===== config.mk =====
export PLATFORM = sky130hd
export DESIGN_NAME = gha_ram
export DESIGN_NICKNAME = d
export VERILOG_FILES = /design/src/rtl/core/assert_macros.svh /design/src/rtl/core/gha_ram.sv
export SDC_FILE = /design/constraint.sdc
export NUM_CORES = 2
export LEC_CHECK = 0
export BUFFER_PORTS_ARGS = -buffer_cell sky130_fd_sc_hd__buf_2
export CAP_MARGIN = 25
export CORE_MARGIN = 1
export CORE_UTILIZATION = 24
export DETAILED_ROUTE_END_ITERATION = 6
export SYNTH_ARGS = -nofsm -noshare
export SYNTH_HDL_FRONTEND = slang
export SYNTH_SLANG_ARGS = --single-unit

===== constraint.sdc =====
create_clock -name aclk -period 6.59 [get_ports aclk]
set_clock_uncertainty 0.15 [all_clocks]
set_input_delay 0.3295 -clock aclk [delete_from_list [all_inputs] [get_ports aclk]]
set_output_delay 0.3295 -clock aclk [all_outputs]
set_load 0.05 [all_outputs]

===== src/rtl/core/assert_macros.svh =====
// Assertion macros shared by the allocator RTL.
// No dependencies; compiled out when SYNTH is defined.
`ifndef ASSERT_MACROS_SVH
`define ASSERT_MACROS_SVH
`ifndef SYNTH
`define ASSERT_CLK(lbl, clk, rstn, prop) \
    lbl: assert property (@(posedge clk) disable iff (!(rstn)) (prop)) \
        else $error("allocator assertion failed");
`define ASSERT_ANY(lbl, clk, prop) \
    lbl: assert property (@(posedge clk) (prop)) \
        else $error("allocator assertion failed");
`else
`define ASSERT_CLK(lbl, clk, rstn, prop)
`define ASSERT_ANY(lbl, clk, prop)
`endif
`endif


===== src/rtl/core/gha_ram.sv =====
// Generic single-write, single-read synchronous RAM with registered read.
// No dependencies.
module gha_ram #(
    parameter int WIDTH = 8,
    parameter int DEPTH = 256
) (
    input  logic                     aclk,
    input  logic                     we,
    input  logic [$clog2(DEPTH)-1:0] waddr,
    input  logic [WIDTH-1:0]         wdata,
    input  logic                     re,
    input  logic [$clog2(DEPTH)-1:0] raddr,
    output logic [WIDTH-1:0]         rdata
);

    logic [WIDTH-1:0] mem [DEPTH];

    always_ff @(posedge aclk) begin
        if (we) begin
            mem[waddr] <= wdata;
        end
        if (re) begin
            rdata <= mem[raddr];
        end
    end

endmodule


* Yosys cells after proc, flatten, opt, wreduce, memory -nomap -nowiden
Memory sizes are Yosys's and may differ from the RTL's. A register that Yosys moved wholly into a read port is not among the register bits.
Index checks and enable logic that the tools add are counted.
** Word-level totals
- Register bits :: 0
- Latch bits :: 0
- Memory bits (writable) :: 2048
- Memory bits (read-only) :: 0
- Input bits :: 27
- Memories :: 1
** Cells by class
- Add/subtract/negate cells :: 0
- $mul :: 0
- Div/mod/pow operators :: 0
- $lt $le $gt $ge :: 0
- Eq/ne operators :: 0
- Shift operators :: 0
- Multiplexer cells :: 2
- Bitwise logic cells :: 0
- Reductions and logical operators :: 0
** Memory list
- mem :: depth 256, width 8, rd ports 1, clocked after Yosys merged registers in 1, write ports 1, line gha_ram.sv:16 : logic [WIDTH-1:0] mem [DEPTH];
** Operators with widths (number)
- $mux 1 :: 2

* Longest topological paths before layout
- Depth in word-level cells :: 2
- Gate-level depth with buffers :: 11
- Mapped depth without buffers :: 6

* Least setup slack after synthesis
OpenSTA, ideal clock, no wires.
- Path type :: in2reg
- Start :: in raddr[0]
- End :: reg rdata[2], read port of mem (data pin)
- Arrival :: 2.137 ns
- Required time :: 6.171 ns
- Path slack :: 4.034 ns
- Stages :: 9
- Path buffers :: 4
- Cells stage by stage :: buf_6 buf_12 buf_8 buf_2 mux4_2 a22oi_1 a21oi_1 nor4_1 nor4_2
** RTL lines
- start, declared :: line gha_ram.sv:12 : input logic [$clog2(DEPTH)-1:0] raddr,
- end, declared :: line gha_ram.sv:13 : output logic [WIDTH-1:0] rdata

* Worst setup path after layout
- Start :: in waddr[1]
- End :: mem mem[77][2] (enable)
** RTL lines
- start, declared :: line gha_ram.sv:9 : input logic [$clog2(DEPTH)-1:0] waddr,
- end, declared :: line gha_ram.sv:16
Straight into the memory's write port.

==> metrics <==
P per Cell Area=297 nW/um^2; total core area=330000 um^2; Peak supply drop=0.225 mV; post-layout total power=27.2 mW; Post-Syn Nets=3760; Crit path required time=6.89 ns; vias in the first global route=39.2k; DRC=0; Max Cap Viol=0; die area=334000 um^2; gr usage total=0.120; dpl cells=7991; Compound-Gate Fraction of Synth Area=0.0342; Clock Latency Late Sink=0.86 ns; FF-to-FF Start=mem[139][1]; first-pass GRT wire length=291 mm; fraction of registers with async set/reset=0; Post-Syn Area=79600 um^2; Synth Area in XOR/XNOR=0; placed cell areas=84900 um^2; largest family of logic cells by synthesized area=multiplexers; Simple-Gate Fraction of Synth Area=0.0263; reg2reg end=rdata[1]; total gr overflow=0; Yosys reg bits=2056; crit-path max FO=10; WHS Path Cells=4; # resized after CTS=0; worst hold path class=in -> reg; H-tree depth=4; root buffer cell=clkbuf_16; Die Height=578 um; via count=38.7k; Final Util=0.278; Mean Syn Cell Area=21.3 um^2; Pre-Repair DR Iteration Count=7; First DRT Iteration DRCs=4242; CTS Sinks=2056; Finished Layout Cells=8396; hold wc startpoint=waddr[3]; largest net degree at the start of global routing=209; Site Rows=211; leak pwr=27.3 nW; Reg2Reg Depth=6; outcome=completed; Yosys top cell by area=edfxtp_1; Crit. End Element=flop; share of cells above drive strength 1=0.224; cts bufs inserted=204; fin crit share=0.543; top post-synthesis cells by area=edfxtp_1 (78%), mux4_2 (13%), mux2i_1 (1.7%); Slew Viols, Final=0; fmax=0.280 GHz; Worst Path Arrival=3.87 ns; Final #Nets=3878; Hold Crit Endpoint=mem[206][6]; Die X=578 um; worst-path cell chain=dlygate4sd3_1 > buf_2 > nor2b_1 > nand4_1 > buf_4 > nor2_1; CP max stage cell=nand4_1; WS Path Type=in -> reg; mux cell area share after synthesis=0.146; vias per std cell=4.60; initial antenna violation count=20; post-layout minimum cycle time=3.58 ns; Port Buffer Count=34; Max clock buf depth=3; relative slew slack=0.234; total negative setup slack=0 ns; initial core utilization=0.241; GPL Wtd Cong=0.804; top-area cell type share of the netlist area=0.775; Tightest Pin Transition=1.15 ns; RSZ-0062 raised after global routing=false; Fin. Hold Viols=0; Post-synth EDFFs=2056; Cell variety after synth=54; post-route ant nets=0; Synth Warn #=0; Critical Path Source Type=input port; Post-Synthesis Cells=3733; Synth Flop Type=edfxtp_1; sequential share of the synthesized area=0.775; Area growth syn-to-layout=15.1%; most common cell in the netlist=edfxtp_1; Clock Pin Slew Worst Setup and Hold Paths=0.06 ns; CP max stage delay=0.95 ns; top post-synthesis cells by count=edfxtp_1 (2056), mux4_2 (454), nor2_1 (282); dpl hpwl=122 mm; drt wl/cell=24.3 um; Synth Area in Adders=0; final WL=204 mm; R2R setup slack=3.51 ns; # setup viols final=0; CTS tree=built; I/O pin total=35; Finished Cell Area=91700 um^2
through the flow:
step	setup slack, ns	hold slack (ns)
6_report	3.01	0.0901
5_1_grt	2.93	0.0782
4_1_cts	3.04	0.0159
3_5_place_dp	2.13	0.604
3_3_place_gp	1.68	0.594
2_1_floorplan	4.03	0.278
kinds of logic (layout without fill, tap and decap cells):
kind of cell           count (synthesis)  count (layout)
AND/OR/NAND/NOR                      466             466
multiplexers                         591             591
other                                  0               6
AO/OA/AOI/OAI                        385             385
buffers and inverters                235             526
flip-flops                          2056            2056
registers in the layout (all words and copies together) (netlist names):
register and cells:
mem 2048, rdata 8
routing by layer:
| metal | global-route usage | wire length, um | vias up |
|---|---|---|---|
| met5 | 0 | 47 | - |
| met2 | 0.195 | 98500 | 1623 |
| met1 | 0.156 | 82700 | 20700 |
| met3 | 0.0277 | 16200 | 341 |
| li1 | - | - | 16000 |
| met4 | 0.0435 | 6770 | 6 |
area by class of cell:
cell class	instances	area (um^2)
repair buffers	145	1300
diodes	6	15.0
flip-flops and latches	2056	61700
inverters	2	7.51
fillers	32200	239000
clock inverters	137	1320
clock buffers	242	5270
multi-input cells	1442	16500
well taps	4366	5460
timing repair:
action / CTS / global route
endpoints found under the setup margin: 0 / 0
endpoints found under the hold margin: 735 / 0
hold buffers: 12 / 0
setup buffers: 0 / 0
worst max path at each step:
stage,end,start,depth (start not counted),slack (ns)
2_1_floorplan,rdata[2],raddr[0],9,4.03
3_3_place_gp,rdata[5],raddr[0],8,1.68
3_5_place_dp,rdata[4],raddr[0],9,2.13
4_1_cts,rdata[4],raddr[0],9,3.04
5_1_grt,rdata[1],raddr[0],9,2.93
6_report,mem[77][2],waddr[1],6,3.01
placed cells by master (no fill, tap or decap), drive strengths merged, types with 22 or more instances in the layout:
cell	count
mux2i	134
a22oi	133
o22ai	28
nor2	282
nand2	33
clkinv	108
mux4	456
nand3	34
buf	128
nor3	22
clkbuf	247
o221ai	47
edfxtp	2056
nor2b	31
a21oi	96
nor4	27
power breakdown:
| group | total (mW) | switching, mW | internal, mW | leakage [nW] |
|---|---|---|---|---|
| Sequential | 14.5 | 0.0245 | 14.4 | 18.5 |
| Clock | 11.5 | 4.99 | 6.47 | 3.21 |
| Combinational | 1.31 | 0.881 | 0.427 | 5.57 |
worst max-delay path: cells and delay by family:
kind          cells  cell delay (ns)
simple gates      3             2.13
buf+inv           3             1.39
Note: power is estimated with default switching activity, not from simulation.
